==> src/sv/mss_pkg.sv <==
// Shared types and constants of the measurement session sequencer.
`timescale 1ns / 1ps
`default_nettype none
package mss_pkg;

	localparam int unsigned ADDR_W     = 4;
	localparam int unsigned DATA_W     = 32;
	localparam int unsigned CFG_W      = 20;
	localparam int unsigned US_W       = 30;
	localparam int unsigned TIME_W     = 64;
	localparam int unsigned ENTRY_MS_W = 32;
	localparam int unsigned PHASE_W    = 4;
	localparam int unsigned MODE_W     = 2;

	localparam int unsigned US_PER_MS = 1000;

	localparam logic [CFG_W-1:0] RST_STABLE_MS = 20'd1000;
	localparam logic [CFG_W-1:0] RST_WARMUP_MS = 20'd3000;
	localparam logic [CFG_W-1:0] RST_WINDOW_MS = 20'd30000;
	localparam logic [CFG_W-1:0] RST_HOLD_MS   = 20'd10000;

	// Divide by 1000 through reciprocal multiplication.
	// Digit step: 16-bit digits, partial dividend below 1000 * 2^16.
	localparam int unsigned DIG_W  = 16;
	localparam int unsigned DIG_N  = TIME_W / DIG_W;
	localparam int unsigned REM_W  = 10;
	localparam int unsigned DX_W   = REM_W + DIG_W;
	localparam int unsigned DIV_SH = 36;
	localparam int unsigned DIV_MW = 27;
	localparam logic [DIV_MW-1:0] DIV_M = 27'd68719477;
	// Elapsed step: dividend below 2^30, quotient below 2^21.
	localparam int unsigned EL_SH = 40;
	localparam int unsigned EL_MW = 31;
	localparam logic [EL_MW-1:0] EL_M = 31'd1099511628;

	typedef enum logic [PHASE_W-1:0] {
		PH_BOOT     = 4'd0,
		PH_SELFTEST = 4'd1,
		PH_IDLE     = 4'd2,
		PH_CWAIT    = 4'd3,
		PH_WARMUP   = 4'd4,
		PH_MEASURE  = 4'd5,
		PH_QUALITY  = 4'd6,
		PH_RESULT   = 4'd7,
		PH_ERROR    = 4'd8
	} mss_phase_t;

	typedef struct packed {
		logic [MODE_W-1:0] mode;
		logic [TIME_W-1:0] now_time;
		logic              self_test_ok;
		logic              start_req;
		logic              cancel_req;
		logic              contact_ok;
		logic              leads_off;
		logic              drained;
	} mss_evt_t;

	typedef struct packed {
		logic [US_W-1:0]  stable_us;
		logic [US_W-1:0]  warm_us;
		logic [US_W-1:0]  win_us;
		logic [US_W-1:0]  hold_us;
		logic [CFG_W-1:0] warm_ms;
		logic [CFG_W-1:0] win_ms;
		logic [CFG_W-1:0] hold_ms;
	} mss_cfg_t;

	typedef struct packed {
		mss_phase_t        phase;
		logic [TIME_W-1:0] entry_time;
		logic [TIME_W-1:0] diff;
		logic [CFG_W-1:0]  dur_ms;
		logic [US_W-1:0]   dur_us;
	} mss_upd_t;

	typedef struct packed {
		logic [PHASE_W-1:0]    phase;
		logic [CFG_W-1:0]      remaining_ms;
		logic [ENTRY_MS_W-1:0] entry_ms;
	} mss_res_t;

endpackage
`default_nettype wire

==> src/sv/mss_cfg_regs.sv <==
// APB register bank with the timing settings and their microsecond forms.
`timescale 1ns / 1ps
`default_nettype none
module mss_cfg_regs (
	input  logic                       clk,
	input  logic                       arst_n,
	input  logic                       psel,
	input  logic                       penable,
	input  logic                       pwrite,
	input  logic [mss_pkg::ADDR_W-1:0] paddr,
	input  logic [mss_pkg::DATA_W-1:0] pwdata,
	output logic [mss_pkg::DATA_W-1:0] prdata,
	output logic                       pready,
	output mss_pkg::mss_cfg_t          cfg
);

	typedef enum logic [1:0] {
		REG_STABLE = 2'd0,
		REG_WARMUP = 2'd1,
		REG_WINDOW = 2'd2,
		REG_HOLD   = 2'd3
	} reg_idx_t;

	function automatic logic [mss_pkg::US_W-1:0] to_us(input logic [mss_pkg::CFG_W-1:0] ms);
		return mss_pkg::US_W'(ms) * mss_pkg::US_W'(mss_pkg::US_PER_MS);
	endfunction

	logic [mss_pkg::CFG_W-1:0] stable_ms_q, warm_ms_q, win_ms_q, hold_ms_q;
	logic [mss_pkg::US_W-1:0]  stable_us_q, warm_us_q, win_us_q, hold_us_q;
	logic [mss_pkg::CFG_W-1:0] wval;
	logic                      wr;
	reg_idx_t                  idx;

	assign pready = 1'b1;
	assign wr     = psel && penable && pwrite;
	assign idx    = reg_idx_t'(paddr[mss_pkg::ADDR_W-1:2]);
	assign wval   = pwdata[mss_pkg::CFG_W-1:0];

	always_ff @(posedge clk or negedge arst_n) begin
		if (!arst_n) begin
			stable_ms_q <= mss_pkg::RST_STABLE_MS;
			warm_ms_q   <= mss_pkg::RST_WARMUP_MS;
			win_ms_q    <= mss_pkg::RST_WINDOW_MS;
			hold_ms_q   <= mss_pkg::RST_HOLD_MS;
			stable_us_q <= to_us(mss_pkg::RST_STABLE_MS);
			warm_us_q   <= to_us(mss_pkg::RST_WARMUP_MS);
			win_us_q    <= to_us(mss_pkg::RST_WINDOW_MS);
			hold_us_q   <= to_us(mss_pkg::RST_HOLD_MS);
		end else if (wr) begin
			case (idx)
				REG_STABLE: begin
					stable_ms_q <= wval;
					stable_us_q <= to_us(wval);
				end
				REG_WARMUP: begin
					warm_ms_q <= wval;
					warm_us_q <= to_us(wval);
				end
				REG_WINDOW: begin
					win_ms_q <= wval;
					win_us_q <= to_us(wval);
				end
				REG_HOLD: begin
					hold_ms_q <= wval;
					hold_us_q <= to_us(wval);
				end
				default: ;
			endcase
		end
	end

	always_comb begin
		case (idx)
			REG_STABLE: prdata = mss_pkg::DATA_W'(stable_ms_q);
			REG_WARMUP: prdata = mss_pkg::DATA_W'(warm_ms_q);
			REG_WINDOW: prdata = mss_pkg::DATA_W'(win_ms_q);
			REG_HOLD:   prdata = mss_pkg::DATA_W'(hold_ms_q);
			default:    prdata = '0;
		endcase
	end

	assign cfg.stable_us = stable_us_q;
	assign cfg.warm_us   = warm_us_q;
	assign cfg.win_us    = win_us_q;
	assign cfg.hold_us   = hold_us_q;
	assign cfg.warm_ms   = warm_ms_q;
	assign cfg.win_ms    = win_ms_q;
	assign cfg.hold_ms   = hold_ms_q;

endmodule
`default_nettype wire

==> config.mk <==
export PLATFORM = sky130hd
export DESIGN_NAME = mss_cfg_regs
export DESIGN_NICKNAME = d
export VERILOG_FILES = /design/src/sv/mss_pkg.sv /design/src/sv/mss_cfg_regs.sv
export SDC_FILE = /design/constraint.sdc
export NUM_CORES = 1
export LEC_CHECK = 0
export ABC_CLOCK_PERIOD_IN_PS = 2100
export BUFFER_PORTS_ARGS = -buffer_cell sky130_fd_sc_hd__buf_4
export CAP_MARGIN = 20
export CORE_MARGIN = 8
export CORE_UTILIZATION = 59
export DETAILED_ROUTE_END_ITERATION = 16
export GPL_TIMING_DRIVEN = 0
export PLACE_DENSITY = 0.88
export SKIP_LAST_GASP = 1
export SYNTH_ARGS = -nofsm -noshare
export SYNTH_HDL_FRONTEND = slang
export SYNTH_SLANG_ARGS = --single-unit
export TNS_END_PERCENT = 20
==> constraint.sdc <==
create_clock -name clk -period 2.1 [get_ports clk]
set_input_delay 0.21 -clock clk [delete_from_list [all_inputs] [get_ports clk]]
set_output_delay 0.21 -clock clk [all_outputs]
set_load 0.05 [all_outputs]
Word level (Yosys, flattened, before mapping)
Index checks and enable logic that the tools add are counted. W data, S select, Z words.

Multipliers: 1. Eq/ne operators: 3. Multiplexer cells: 1. Reduce and logical (&&, ||, !) cells: 7.

Operators by type and width (count): $pmux W32 S4 (1); $mul A20 B7 Y27 const B (1); $reduce_and A2 Y1 (4); $eq A2 B2 Y1 const B (2); $eq A2 B1 Y1 const B (1); $logic_and A1 B1 Y1 (2); $logic_not A2 Y1 (1).

Bits in registers: 188. Bits of input ports: 41. Output and inout bits: 213. Word-level logic and storage cells: 20.

Logic depth before layout (Yosys ltp)
Depth after elaboration: 3. Mapped depth: 16. Gate-level depth less buffers: 15.

Least setup slack after synthesis
OpenSTA, ideal clock, no wires.

Kind: input to register. Start: input port pwdata[11] in the netlist's numbering. End: register hold_us_q[24] in the netlist's numbering. Arrival time: 4039 ps. Setup slack: -2074 ps. Stages: 15. Path buffers: 0. Path through: inv_1 > fa_1 > fa_1 > inv_1 > fa_1 > inv_1 > fa_1 > inv_1 > ha_1 > a21oi_1 > o211ai_1 > and2_2 > a311oi_4 > xor2_2 > o21ai_0.

Cells in the longest elaborated chain, start to end: 1.

Ends and longest elaborated chain: start, declared (RTL line mss_cfg_regs.sv:11) `input logic [mss_pkg::DATA_W-1:0] pwdata,`; $mul A20 B7 Y27 (RTL line mss_cfg_regs.sv:25) `return mss_pkg::US_W'(ms) * mss_pkg::US_W'(mss_pkg::US_PER_MS);`; end signal, assigned (RTL line mss_cfg_regs.sv:48) `hold_us_q <= to_us(mss_pkg::RST_HOLD_MS);`; end signal, assigned (RTL line mss_cfg_regs.sv:65) `hold_us_q <= to_us(wval);`; end, declared (RTL line mss_cfg_regs.sv:29) `logic [mss_pkg::US_W-1:0] stable_us_q, warm_us_q, win_us_q, hold_us_q;`.

No other way between the ends. A chain may end at the register's enable or synchronous reset.

Worst setup path after layout
Start: input port pwdata[9] in the netlist's numbering. End: register win_us_q[26] in the netlist's numbering.

Cells in the longest elaborated chain, start to end: 1.

Ends and longest elaborated chain: $mul A20 B7 Y27 (RTL line mss_cfg_regs.sv:25); end signal, assigned (RTL line mss_cfg_regs.sv:47) `win_us_q <= to_us(mss_pkg::RST_WINDOW_MS);`; end signal, assigned (RTL line mss_cfg_regs.sv:61) `win_us_q <= to_us(wval);`; end, declared (RTL line mss_cfg_regs.sv:29).

No other way between the ends.

==> results.py <==
metrics = {
    "floorplanning": {
        "die_h_um": 153,
        "rows": 50,
        "die-area_um2": 23300,
        "die_w_um": 153,
        "initial_core_util_pct": 59.5,
        "pin_count": 254,
        "core-area_um2": 18500,
    },
    "synth": {
        "yosysWarnings": 0,
        "synth_edf_count": 0,
        "syn-cell-area_um2": 11000,
        "syn_avg_cell_area_um2": 10.3,
        "synth-seq-cells": 180,
        "synth_seq_area_share_pct": 41.6,
        "async_flop_share_pct": 100,
        "syn_inst": 1069,
        "synth-main-ff-cell": "dfrtp_1",
        "netlist-cell-type-count": 58,
    },
    "final_layout": {
        "multi_input_area_um2": 6340,
        "nNetsFinal": 1545,
        "layout_common_cells": "buf_4 (287), nand2_1 (213), dfrtp_1 (120)",
        "nFillCells": 1010,
        "final_util_pct": 80.0,
        "area_growth_pct": 34.5,
        "diodes": 0,
        "drive_gt1_share_pct": 40.7,
        "regArea_um2": 4580,
        "layout_commonest_cell": "buf_4",
    },
    "setup_path": {
        "cp_data_arrival_time_ns": 4.37,
        "worstPathMaxFanout": 7,
        "cp-start-kind": "primary input",
        "worstSetupEndpointType": "flop",
        "critPathLaunch": "pwdata[9]",
        "rrSetupSlack_ns": 1.22,
        "crit_type": "in -> reg",
        "r2r_start": "stable_us_q[16]",
        "r2r.worst_path.cells": 2,
        "reg2reg_to": "stable_us_q[16]",
        "worstPathRequired_ns": 2.44,
        "endpoint": "win_us_q[26]",
    },
    "sta": {
        "grt_setup_unrepaired": "true",
        "maxClockFrequency_ghz": 0.248,
        "finalSetupViolations": 88,
        "period_share_pct": 192,
        "setup_slack_ns": -1.93,
        "slew-limit-headroom_pct": 29.3,
        "finalHoldViolCount": 0,
        "period_needed_ns": 4.03,
        "fin_setup_tns_ns": -143.37,
        "finClkSkew_ns": 0,
        "drv_slew": 0,
        "worst_slew_pin_slew_ns": 1.06,
    },
    "global_route": {
        "grt-ovfl-total": 0,
        "antenna_found_initial": 0,
        "grt_pass1_vias": 10150,
        "grt_first_pass_wirelength_mm": 56.5,
        "track_usage_pct": 30.8,
        "grt_max_degree": 124,
    },
    "worst_hold_path": {
        "hold_path_class": "in -> reg",
    },
    "place": {
        "dp_hpwl_mm": 24.9,
        "gp_congestion": 0.888,
        "portBuffers": 212,
        "pre_cts_ws_ns": -2.60,
    },
    "detailed_routing": {
        "drt-total-wl_mm": 37.0,
        "drtPass1Iterations": 5,
        "antenna_left": 0,
        "num_vias": 9761,
        "viasPerCell": 6.03,
        "drtIter0Drc": 1046,
        "drc": 0,
        "wl_per_cell_um": 22.8,
    },
    "outcome": {
        "violations": "setup timing",
        "outcome": "finished, violations left",
    },
    "cts": {
        "clkSinkCount": 180,
        "clock_latency_ns": 0.44,
        "cts_buffers": 17,
        "htreeDepth": 4,
        "clock_path_buffers": 2,
        "cts_root_buffer": "clkbuf_16",
        "cts_tree": "done",
        "clk_pin_slew_worst_paths_ns": 0.08,
    },
    "run": {
        "drv_cap": 0,
    },
}
layout make-up:
type / instances / share of cell area [%]
Clock inverter: 15 / 0.963
Timing Repair Buffer: 263 / 14.1
Multi-Input combinational cell: 722 / 42.8
Buffer: 83 / 3.38
Inverter: 106 / 3.02
Clock buffer: 17 / 2.87
Sequential cell: 180 / 30.9
Tap cell: 234 / 1.98
cell families after synthesis:
| group | Yosys count | share of synthesized area [%] |
|---|---|---|
| AO/OA/AOI/OAI | 198 | 10.7 |
| XOR/XNOR | 18 | 1.50 |
| adder cells (fa/ha/maj) | 131 | 19.7 |
| buffers and inverters | 190 | 7.99 |
| flip-flops | 180 | 41.6 |
| multiplexers | 53 | 7.45 |
| other | 2 | 0.0682 |
| AND/OR/NAND/NOR | 297 | 11.1 |
cells in the mapped netlist, types with 32 or more instances:
cell / n / area [um2]
a21oi_1: 33 / 165
ha_1: 61 / 763
nor2_1: 36 / 135
fa_1: 70 / 1400
clkbuf_1: 33 / 124
mux2_2: 32 / 360
dfrtp_1: 120 / 3000
buf_4: 40 / 300
nand2_1: 218 / 818
inv_1: 106 / 398
o21ai_0: 110 / 551
dfstp_2: 60 / 1580
critical path, cell delays in order:
cell	delay, ns
buf_8	0.08
clkinvlp_4	0.16
buf_4	0.19
fa_2	0.45
fa_1	0.52
fa_1	0.52
fa_1	0.53
inv_1	0.08
ha_4	0.20
a21o_1	0.21
a211oi_1	0.21
or3_1	0.20
a21oi_2	0.08
o31a_1	0.43
o31ai_2	0.29
how the worst min path moves through the flow:
stage | start | end | slack [ns] | cells after the start
2_1_floorplan | arst_n | hold_ms_q[0] | -0.09 | 0
3_3_place_gp | warm_us_q[18] | warm_us_q[18] | 0.45 | 2
3_5_place_dp | arst_n | hold_ms_q[3] | 0.16 | 1
4_1_cts | pwdata[0] | stable_ms_q[0] | 0.05 | 3
5_1_grt | pwdata[0] | hold_ms_q[0] | 0.05 | 3
6_report | pwdata[0] | stable_ms_q[0] | 0.06 | 3
metal layers:
metal,track usage [%],up-vias,routed length (um)
met5,0,-,0
met4,18.1,0,2160
met3,7.66,191,3570
met2,52.0,658,18400
met1,35.1,4817,12800
li1,-,4095,-
flip-flops by register name, indices dropped and copies added (netlist names):
name and cells:
hold_us_q 25, stable_us_q 25, warm_us_q 25, win_us_q 25, hold_ms_q 20, stable_ms_q 20
warm_ms_q 20, win_ms_q 20
through the flow:
| step | area, um2 | std cells | hold slack [ns] |
|---|---|---|---|
| after floorplan | 11300 | 1092 | -0.0856 |
| after global placement | 13200 | 1538 | 0.447 |
| after detailed placement | 13200 | 1539 | 0.158 |
| after CTS | 14600 | 1608 | 0.0535 |
| after global routing | 14800 | 1620 | 0.0462 |
| final | 14800 | 1620 | 0.0605 |
timing repair:
action                                  4_1_cts  5_1_grt
gates resized for setup                     111       21
hold buffers                                  1        0
pin swaps                                    65       15
setup buffers                                38       12
endpoints found under the hold margin        34        0
endpoints found under the setup margin       88       90
Power is not shown: default switching activity piles up to over one toggle a cycle in this logic, so the estimate is an artifact.
