## src/sv/mss_pkg.sv

```systemverilog
// Shared types and constants of the measurement session sequencer.
`timescale 1ns / 1ps
`default_nettype none
package mss_pkg;

	localparam int unsigned ADDR_W     = 4;
	localparam int unsigned DATA_W     = 32;
	localparam int unsigned CFG_W      = 20;
	localparam int unsigned US_W       = 30;
	localparam int unsigned TIME_W     = 64;
	localparam int unsigned ENTRY_MS_W = 32;
	localparam int unsigned PHASE_W    = 4;
	localparam int unsigned MODE_W     = 2;

	localparam int unsigned US_PER_MS = 1000;

	localparam logic [CFG_W-1:0] RST_STABLE_MS = 20'd1000;
	localparam logic [CFG_W-1:0] RST_WARMUP_MS = 20'd3000;
	localparam logic [CFG_W-1:0] RST_WINDOW_MS = 20'd30000;
	localparam logic [CFG_W-1:0] RST_HOLD_MS   = 20'd10000;

	// Divide by 1000 through reciprocal multiplication.
	// Digit step: 16-bit digits, partial dividend below 1000 * 2^16.
	localparam int unsigned DIG_W  = 16;
	localparam int unsigned DIG_N  = TIME_W / DIG_W;
	localparam int unsigned REM_W  = 10;
	localparam int unsigned DX_W   = REM_W + DIG_W;
	localparam int unsigned DIV_SH = 36;
	localparam int unsigned DIV_MW = 27;
	localparam logic [DIV_MW-1:0] DIV_M = 27'd68719477;
	// Elapsed step: dividend below 2^30, quotient below 2^21.
	localparam int unsigned EL_SH = 40;
	localparam int unsigned EL_MW = 31;
	localparam logic [EL_MW-1:0] EL_M = 31'd1099511628;

	typedef enum logic [PHASE_W-1:0] {
		PH_BOOT     = 4'd0,
		PH_SELFTEST = 4'd1,
		PH_IDLE     = 4'd2,
		PH_CWAIT    = 4'd3,
		PH_WARMUP   = 4'd4,
		PH_MEASURE  = 4'd5,
		PH_QUALITY  = 4'd6,
		PH_RESULT   = 4'd7,
		PH_ERROR    = 4'd8
	} mss_phase_t;

	typedef struct packed {
		logic [MODE_W-1:0] mode;
		logic [TIME_W-1:0] now_time;
		logic              self_test_ok;
		logic              start_req;
		logic              cancel_req;
		logic              contact_ok;
		logic              leads_off;
		logic              drained;
	} mss_evt_t;

	typedef struct packed {
		logic [US_W-1:0]  stable_us;
		logic [US_W-1:0]  warm_us;
		logic [US_W-1:0]  win_us;
		logic [US_W-1:0]  hold_us;
		logic [CFG_W-1:0] warm_ms;
		logic [CFG_W-1:0] win_ms;
		logic [CFG_W-1:0] hold_ms;
	} mss_cfg_t;

	typedef struct packed {
		mss_phase_t        phase;
		logic [TIME_W-1:0] entry_time;
		logic [TIME_W-1:0] diff;
		logic [CFG_W-1:0]  dur_ms;
		logic [US_W-1:0]   dur_us;
	} mss_upd_t;

	typedef struct packed {
		logic [PHASE_W-1:0]    phase;
		logic [CFG_W-1:0]      remaining_ms;
		logic [ENTRY_MS_W-1:0] entry_ms;
	} mss_res_t;

endpackage
`default_nettype wire

```

## src/sv/mss_seq.sv

```systemverilog
// Input register, session phase state and phase update logic.
`timescale 1ns / 1ps
`default_nettype none
module mss_seq (
	input  logic              clk,
	input  logic              arst_n,
	input  logic              in_valid,
	output logic              in_ready,
	input  mss_pkg::mss_evt_t in_data,
	input  mss_pkg::mss_cfg_t cfg,
	output logic              out_valid,
	input  logic              out_ready,
	output mss_pkg::mss_upd_t out_data
);

	typedef enum logic [mss_pkg::MODE_W-1:0] {
		MODE_BEGIN   = 2'd0,
		MODE_STDONE  = 2'd1,
		MODE_UPDATE  = 2'd2,
		MODE_QUALITY = 2'd3
	} mode_t;

	logic                        v_s1, v_s2;
	mss_pkg::mss_evt_t           evt_s1;
	mss_pkg::mss_upd_t           upd_s2;
	mss_pkg::mss_phase_t         phase_q;
	logic [mss_pkg::TIME_W-1:0]  entry_q, since_q;

	logic                        rdy_s1, rdy_s2, mv1;
	logic                        good, go;
	mss_pkg::mss_phase_t         nxt;
	logic [mss_pkg::TIME_W-1:0]  now, d_entry, d_since, since_n, win_end;
	mss_pkg::mss_upd_t           upd_c;

	assign rdy_s2   = !v_s2 || out_ready;
	assign rdy_s1   = !v_s1 || rdy_s2;
	assign mv1      = v_s1 && rdy_s2;
	assign in_ready = rdy_s1;

	assign now     = evt_s1.now_time;
	assign good    = evt_s1.contact_ok && !evt_s1.leads_off;
	assign d_entry = now - entry_q;
	assign d_since = now - since_q;
	// Measuring starts at phase entry, so the entry time is the window start.
	assign win_end = entry_q + mss_pkg::TIME_W'(cfg.win_us);

	always_comb begin
		go      = 1'b0;
		nxt     = phase_q;
		since_n = since_q;
		case (mode_t'(evt_s1.mode))
			MODE_BEGIN: begin
				go  = 1'b1;
				nxt = mss_pkg::PH_SELFTEST;
			end
			MODE_STDONE: begin
				if (phase_q == mss_pkg::PH_SELFTEST) begin
					go  = 1'b1;
					nxt = evt_s1.self_test_ok ? mss_pkg::PH_IDLE : mss_pkg::PH_ERROR;
				end
			end
			MODE_UPDATE: begin
				case (phase_q)
					mss_pkg::PH_IDLE: begin
						if (evt_s1.start_req) begin
							go  = 1'b1;
							nxt = mss_pkg::PH_CWAIT;
						end
					end
					mss_pkg::PH_CWAIT: begin
						if (evt_s1.cancel_req) begin
							go  = 1'b1;
							nxt = mss_pkg::PH_IDLE;
						end else if (good) begin
							// zero since-time means no contact yet
							if (since_q == '0) begin
								since_n = now;
							end else if (d_since >= mss_pkg::TIME_W'(cfg.stable_us)) begin
								go  = 1'b1;
								nxt = mss_pkg::PH_WARMUP;
							end
						end else begin
							since_n = '0;
						end
					end
					mss_pkg::PH_WARMUP: begin
						if (evt_s1.cancel_req) begin
							go  = 1'b1;
							nxt = mss_pkg::PH_IDLE;
						end else if (!good) begin
							go  = 1'b1;
							nxt = mss_pkg::PH_CWAIT;
						end else if (d_entry >= mss_pkg::TIME_W'(cfg.warm_us)) begin
							go  = 1'b1;
							nxt = mss_pkg::PH_MEASURE;
						end
					end
					mss_pkg::PH_MEASURE: begin
						if (evt_s1.cancel_req) begin
							go  = 1'b1;
							nxt = mss_pkg::PH_IDLE;
						end else if (now >= win_end && evt_s1.drained) begin
							go  = 1'b1;
							nxt = mss_pkg::PH_QUALITY;
						end
					end
					mss_pkg::PH_RESULT: begin
						if (evt_s1.start_req) begin
							go  = 1'b1;
							nxt = mss_pkg::PH_CWAIT;
						end else if (evt_s1.cancel_req ||
							d_entry >= mss_pkg::TIME_W'(cfg.hold_us)) begin
							go  = 1'b1;
							nxt = mss_pkg::PH_IDLE;
						end
					end
					mss_pkg::PH_ERROR: begin
						if (evt_s1.start_req) begin
							go  = 1'b1;
							nxt = mss_pkg::PH_SELFTEST;
						end
					end
					default: ;
				endcase
			end
			MODE_QUALITY: begin
				if (phase_q == mss_pkg::PH_QUALITY) begin
					go  = 1'b1;
					nxt = mss_pkg::PH_RESULT;
				end
			end
			default: ;
		endcase
		if (go) begin
			since_n = '0;
		end
	end

	always_comb begin
		upd_c.phase      = nxt;
		upd_c.entry_time = go ? now : entry_q;
		upd_c.diff       = go ? '0 : d_entry;
		case (nxt)
			mss_pkg::PH_WARMUP: begin
				upd_c.dur_ms = cfg.warm_ms;
				upd_c.dur_us = cfg.warm_us;
			end
			mss_pkg::PH_MEASURE: begin
				upd_c.dur_ms = cfg.win_ms;
				upd_c.dur_us = cfg.win_us;
			end
			mss_pkg::PH_RESULT: begin
				upd_c.dur_ms = cfg.hold_ms;
				upd_c.dur_us = cfg.hold_us;
			end
			default: begin
				upd_c.dur_ms = '0;
				upd_c.dur_us = '0;
			end
		endcase
	end

	always_ff @(posedge clk or negedge arst_n) begin
		if (!arst_n) begin
			v_s1    <= 1'b0;
			v_s2    <= 1'b0;
			phase_q <= mss_pkg::PH_BOOT;
			entry_q <= '0;
			since_q <= '0;
		end else begin
			if (rdy_s1) begin
				v_s1 <= in_valid;
			end
			if (rdy_s2) begin
				v_s2 <= v_s1;
			end
			if (mv1) begin
				phase_q <= nxt;
				since_q <= since_n;
				if (go) begin
					entry_q <= now;
				end
			end
		end
	end

	always_ff @(posedge clk) begin
		if (rdy_s1 && in_valid) begin
			evt_s1 <= in_data;
		end
		if (mv1) begin
			upd_s2 <= upd_c;
		end
	end

	assign out_valid = v_s2;
	assign out_data  = upd_s2;

endmodule
`default_nettype wire

```

## config.mk

```make
export PLATFORM = sky130hd
export DESIGN_NAME = mss_seq
export DESIGN_NICKNAME = d
export VERILOG_FILES = /design/src/sv/mss_pkg.sv /design/src/sv/mss_seq.sv
export SDC_FILE = /design/constraint.sdc
export NUM_CORES = 1
export LEC_CHECK = 0
export BUFFER_PORTS_ARGS = -buffer_cell sky130_fd_sc_hd__clkbuf_2
export CORE_MARGIN = 4
export CORE_UTILIZATION = 35
export DETAILED_ROUTE_END_ITERATION = 10
export HOLD_SLACK_MARGIN = 0.15
export PLACE_DENSITY_LB_ADDON = 0.05
export RECOVER_POWER = 50
export SYNTH_ARGS = -nofsm -noshare
export SYNTH_HDL_FRONTEND = slang
export SYNTH_SLANG_ARGS = --single-unit
```

## constraint.sdc

```tcl
create_clock -name clk -period 11.9 [get_ports clk]
set_clock_uncertainty 0.15 [all_clocks]
set_input_delay 3.57 -clock clk [delete_from_list [all_inputs] [get_ports clk]]
set_output_delay 3.57 -clock clk [all_outputs]
set_load 0.01 [all_outputs]
```

; Yosys cells after proc, flatten, opt, wreduce, memory -nomap -nowiden
; Index checks and enable logic that the tools add are counted.
[totals]
ff_bits = 388
latch_bits = 0
memories = 0
in_bits = 256
mem_bits_rw = 0
word_cells = 99
rom_bits = 0
output_inout_bits = 184
[op_classes]
shifts = 0
bitwise_logic = 0
addsub = 3
n_eq_ne = 16
reduce_logical = 16
muxes = 42
n_div = 0
n_lt_le_gt_ge = 4
multipliers = 0
[op_table]
columns = cell, count
row1 = two-way mux 64 bit, 7
row2 = greater-or-equal comparator 64 x 30 -> 1 bit, 3
row3 = one-hot mux 50 bit (3 select lines), 1
row4 = subtractor 64 bit, 2
row5 = adder 64 x 30 -> 64 bit, 1
row6 = greater-or-equal comparator 64 bit, 1
row7 = logical NOT 64 bit, 1
row8 = two-way mux 4 bit, 16
row9 = "equality test 4 x 3 -> 1 bit, second input constant", 7
row10 = one-hot mux 4 bit (6 select lines), 1
row11 = one-hot mux 4 bit (4 select lines), 1
row12 = two-way mux 1 bit, 14
row13 = "equality test 4 x 2 -> 1 bit, second input constant", 2
row14 = one-hot mux 1 bit (5 select lines), 1
row15 = AND reduction 5 bit, 1
row16 = "equality test 2 bit, second input constant", 2
row17 = "equality test 4 x 1 -> 1 bit, second input constant", 1
row18 = "equality test 4 bit, second input constant", 1
row19 = logical AND 1 bit, 4
row20 = one-hot mux 1 bit (4 select lines), 1
row21 = nonzero test 2 bit, 2
row22 = logical NOT 1 bit, 3
row23 = logical OR 1 bit, 3
row24 = "inequality test 3 x 1 -> 1 bit, second input constant", 1
row25 = other kinds (4), 4

; Longest topological paths before layout
[logic_depth]
word_depth = 10
depth_mapped = 34
depth_no_buf = 31

; Worst setup path after synthesis
; OpenSTA, ideal clock, no wires.
[synth_path]
path_kind = input-to-reg
start = input cfg[90] (netlist name)
end = register upd_s2, in the netlist out_data[13] (data pin)
required_time_ps = 11496
path_stages = 32
slack_ps = 2013
n_path_buf = 2
setup_ps = 254
arrival_time_ps = 9483
path_cell_list = ha_1 inv_1 fa_1 nor2b_1 o21ai_0 a21oi_1 o41a_1 nand2_1 a221oi_1 a211o_1 a31o_2 a41oi_1 a211o_1 or4_1 nor3_1 xnor2_1 ha_1 nand4_1 nor4_1 nand2_1 nor4_1 o41ai_1 nand3_1 o21ai_0 a31oi_1 a211o_1 nor3_1 or2_2 clkbuf_1 clkbuf_1 and3_1 o21a_1
[synth_lines]
columns = item, line_no
row1 = from (decl), mss_seq.sv:10  ; input mss_pkg::mss_cfg_t cfg,
row2 = to (signal assigned), mss_seq.sv:192  ; upd_s2 <= upd_c;
row3 = to (decl), mss_seq.sv:25  ; mss_pkg::mss_upd_t upd_s2;

==> impl_summary.txt <==
----------------------------------------------------
[Run status]
  Status ... finished, violations left
  Failing checks ... max-capacitance violations, max-slew violations

[Synth]
  Leading post-synthesis cells by instance count ... nand2_1 (332), ha_1 (310), a21oi_1 (269)
  Number of library cell types mapped by synthesis ... between 80 and 90
  Leading area contributor after synthesis ... edfxtp_1
  Cell Area, Synth ... between 30,000 and 40,000 µm²
  Share of flip-flops with an asynchronous set or reset after synthesis ... approximately a third
  Syn Nets ... just over 4,000
  Avg Inst Size Synth ... between 9 and 10 µm²
  Yosys warnings ... 0
  Sequential-to-total area share from yosys stat ... between 30% and 40%
  Number of flops mapped to enable cells by yosys ... between 200 and 300
  Share of the synthesized area in the top cell type ... 24.0%
  Post-synthesis cell count ... approximately 3,500
  Top cells by area in the synthesized netlist ... edfxtp_1 (24%), ha_1 (12%), dfrtp_1 (11%)
  Most numerous cell in the Yosys netlist ... nand2_1
  #FFs+latches synth ... 388
  Flip-flop cell with the highest count after synthesis ... edfxtp_1

[Die]
  Die Y ... about 300 µm
  Starting Density ... between 30% and 40%
  Number of rows in the core area ... 110
  Number of top-level pins ... 440
  Floorplan die width ... 309 µm
  Area of the die ... about 96,000 µm²
  Core Box Area ... around 90,000 µm²

[Route]
  Antenna viol nets, final ... 0
  Total number of vias ... around 29,000
  Routed Wire Length ... 128 mm
  Avg Vias per Cell ... ~5.7
  Total iterations of the first detailed-routing run ... 5
  DRC violations left ... 0
  Mean routed wirelength per cell ... 25.1 µm
  DR iter-0 viols ... about 2,500

[Setup path]
  Top fanout value on the critical path ... 52
  Launch instance of the worst register-to-register path ... entry_q[0]$_DFFE_PN0P_
  Critical Path End Type ... register
  CP max stage delay ... roughly 720 ps
  Most repeated library cell on the critical path ... a211o_1
  Crit path max-delay cell type ... or2_2
  Critical path arrival ... 11,250 ps
  Worst R2R Path Depth ... 30
  End of the worst register-to-register path ... out_data[3]$_DFFE_PP_
  Worst EP required ... around 12,000 ps
  R2r setup slk ... roughly 3400 ps
  Classification of the worst setup path ... input pin to register
  Worst Setup Start Kind ... input pin

[Global routing]
  Total grt overflow ... 0
  Via count of the first global-routing pass ... 28,700
  Gr usage total ... approximately a quarter
  Maximum number of pins on one net before global-route repair ... 73
  First-pass GRT wire length ... 188 mm
  Number of antenna violations at the first check in global routing ... 5

[STA]
  Final period util ... between 90% and 100%
  Worst-Margin Slew ... 3720 ps
  Hold Slack ... 344 ps
  Max Transition Viols Final ... 270
  Highest clock frequency the design can meet ... a little over 90 MHz
  Unrepaired setup endpoints after global routing ... no
  Final Hold Viols ... 0
  Worst relative slew slack ... -148%
  Final setup fails ... 0
  Smallest setup slack after layout ... approximately 850 ps
  Shortest period the worst path allows ... around 11,000 ps
  Total negative slack for setup checks ... 0 ps

[Cells and area]
  Synth-to-Final Area Change ... 14.9%
  Fraction of final layout cells with drive strength greater than 1 ... about a tenth
  Fillers ... about 9,400
  Number of nets in the layout ... 4,464
  Post-layout instance area ... approximately 37,000 µm²
  Number of non-filler instances in the completed layout ... between 5,000 and 6,000
  Final core utilization ... around 41%

[Power and ir drop]
  Power density normalized to cell area ... 243 nW/µm²
  Post-layout total power ... approximately 9 mW
  Peak supply drop ... about 0.12 mV
  Cell leakage power ... between 15 and 20 nW

[Place]
  Standard cell area after detailed placement ... 35,200 µm²
  Port Buffer Count ... 439
  Final RePlAce weighted congestion ... around 0.95
  HPWL after detailed placement ... roughly 100 mm
  Placed Cells ... between 5,000 and 6,000
  Setup WS pre-CTS ... 362 ps

[Clock tree]
  Clock buffer depth ... 3
  Count of cells resized by post-cts repair ... 0
  Clock slew at the register clock pins of the worst setup and hold paths ... about 60 ps
  CTS hold repair buffers ... 0
  Buffer cell driving the clock tree root ... clkbuf_16
  Total number of clock tree sinks ... between 300 and 400
  Number of buffers inserted during clock tree synthesis ... 47
  Count of H-tree levels built during CTS ... 2
  Post-CTS setup buffer count ... 0
  Insertion delay to the later sink of the worst-skew pair ... ~600 ps
  Clock tree from TritonCTS ... done

[Hold path]
  Terminating pin of the worst hold path ... out_valid$_DFFE_PN0P_
  Instance count along the most critical hold path ... 1
  Hold path startpoint ... v_s1$_DFFE_PN0N_
  Worst hold path type ... register to register

[Job]
  Maximum capacitance violations ... 6

----------------------------------------------------
-- metal layers --
layer / GRT usage (%) / part of all wire [%] / vias to the layer above
met5: 0 / 0 / -
met4: 5.86 / 2.3 / 0
met3: 3.45 / 5.4 / 137
met2: 42.5 / 45 / 930
met1: 36.5 / 47 / 14200
li1: - / - / 13900
-- critical path: cells and delay by family --
family / cells / cell delay, ps
AO/OA/AOI/OAI: 13 / 3150
adder cells (fa/ha/maj): 3 / 850
buffers and inverters: 2 / 160
AND/OR/NAND/NOR: 12 / 3330
XOR/XNOR: 1 / 120
-- report_power, final --
group / internal [mW] / switching, mW
clock: 0.895 / 0.622
sequential: 1.97 / 0.371
combinational: 1.90 / 3.11
total: 4.77 / 4.10
-- worst max path at each step --
stage | endpoint | from | cells past startpoint
after floorplan | out_data[13]$_DFFE_PP_ | cfg[90] | 32
after global placement | out_data[34]$_DFFE_PP_ | cfg[90] | 31
after detailed placement | out_data[49]$_DFFE_PP_ | cfg[90] | 31
after CTS | out_data[49]$_DFFE_PP_ | cfg[90] | 31
after global routing | entry_q[54]$_DFFE_PN0P_ | arst_n | 3
final | out_data[3]$_DFFE_PP_ | cfg[90] | 31
-- flip-flops by register name, summed over array words and instances (netlist names) --
name / count
out_valid: 1
entry_q: 64
phase_q: 4
v_s1: 1
since_q: 64
out_data: 182
evt_s1: 8
now: 64
-- placed cells by master, fill, tap and decap left out, types with 45 or more instances in the layout --
master     netlist  routed
nand2_1        332     332
ha_1           310     310
a21oi_1        269     269
inv_1          267     266
edfxtp_1       254     254
clkbuf_2         0     241
clkbuf_1       112     207
nor2_1         204     202
o21ai_0        174     174
dfrtp_1        134     134
mux2_1         106     106
o21a_1         102     101
nand4_1        100     100
xnor2_1         92      92
a21o_1          82      81
and3_1          75      75
nor2b_1         67      66
a22o_1          66      66
a31oi_1         64      64
nand3_1         63      63
nor3_1          55      53
xor2_1          53      53
a22oi_1         52      52
clkbuf_16        0      50
nor4_1          47      45
-- layout make-up --
type / count / area (µm²) / area share, %
Clock buffer: 63 / 1360 / 3.73
Sequential cell: 388 / 11000 / 30.1
Tap cell: 1176 / 1470 / 4.03
Clock inverter: 24 / 265 / 0.726
Multi-Input combinational cell: 2718 / 19200 / 52.5
Inverter: 267 / 1000 / 2.75
Timing Repair Buffer: 473 / 2270 / 6.21
Antenna cell: 2 / 5.00 / 0.0137
-- cell families (layout without fill, tap and decap cells) --
family,Yosys count,in the layout,share of synthesized area (%)
XOR/XNOR,145,145,4.00
flip-flops,388,388,34.6
AND/OR/NAND/NOR,1070,1070,16.7
AO/OA/AOI/OAI,1049,1049,22.0
other,0,2,0
adder cells (fa/ha/maj),313,313,12.4
multiplexers,141,141,4.97
buffers and inverters,417,827,5.36
No activity file was read; power rests on OpenSTA's default activity.
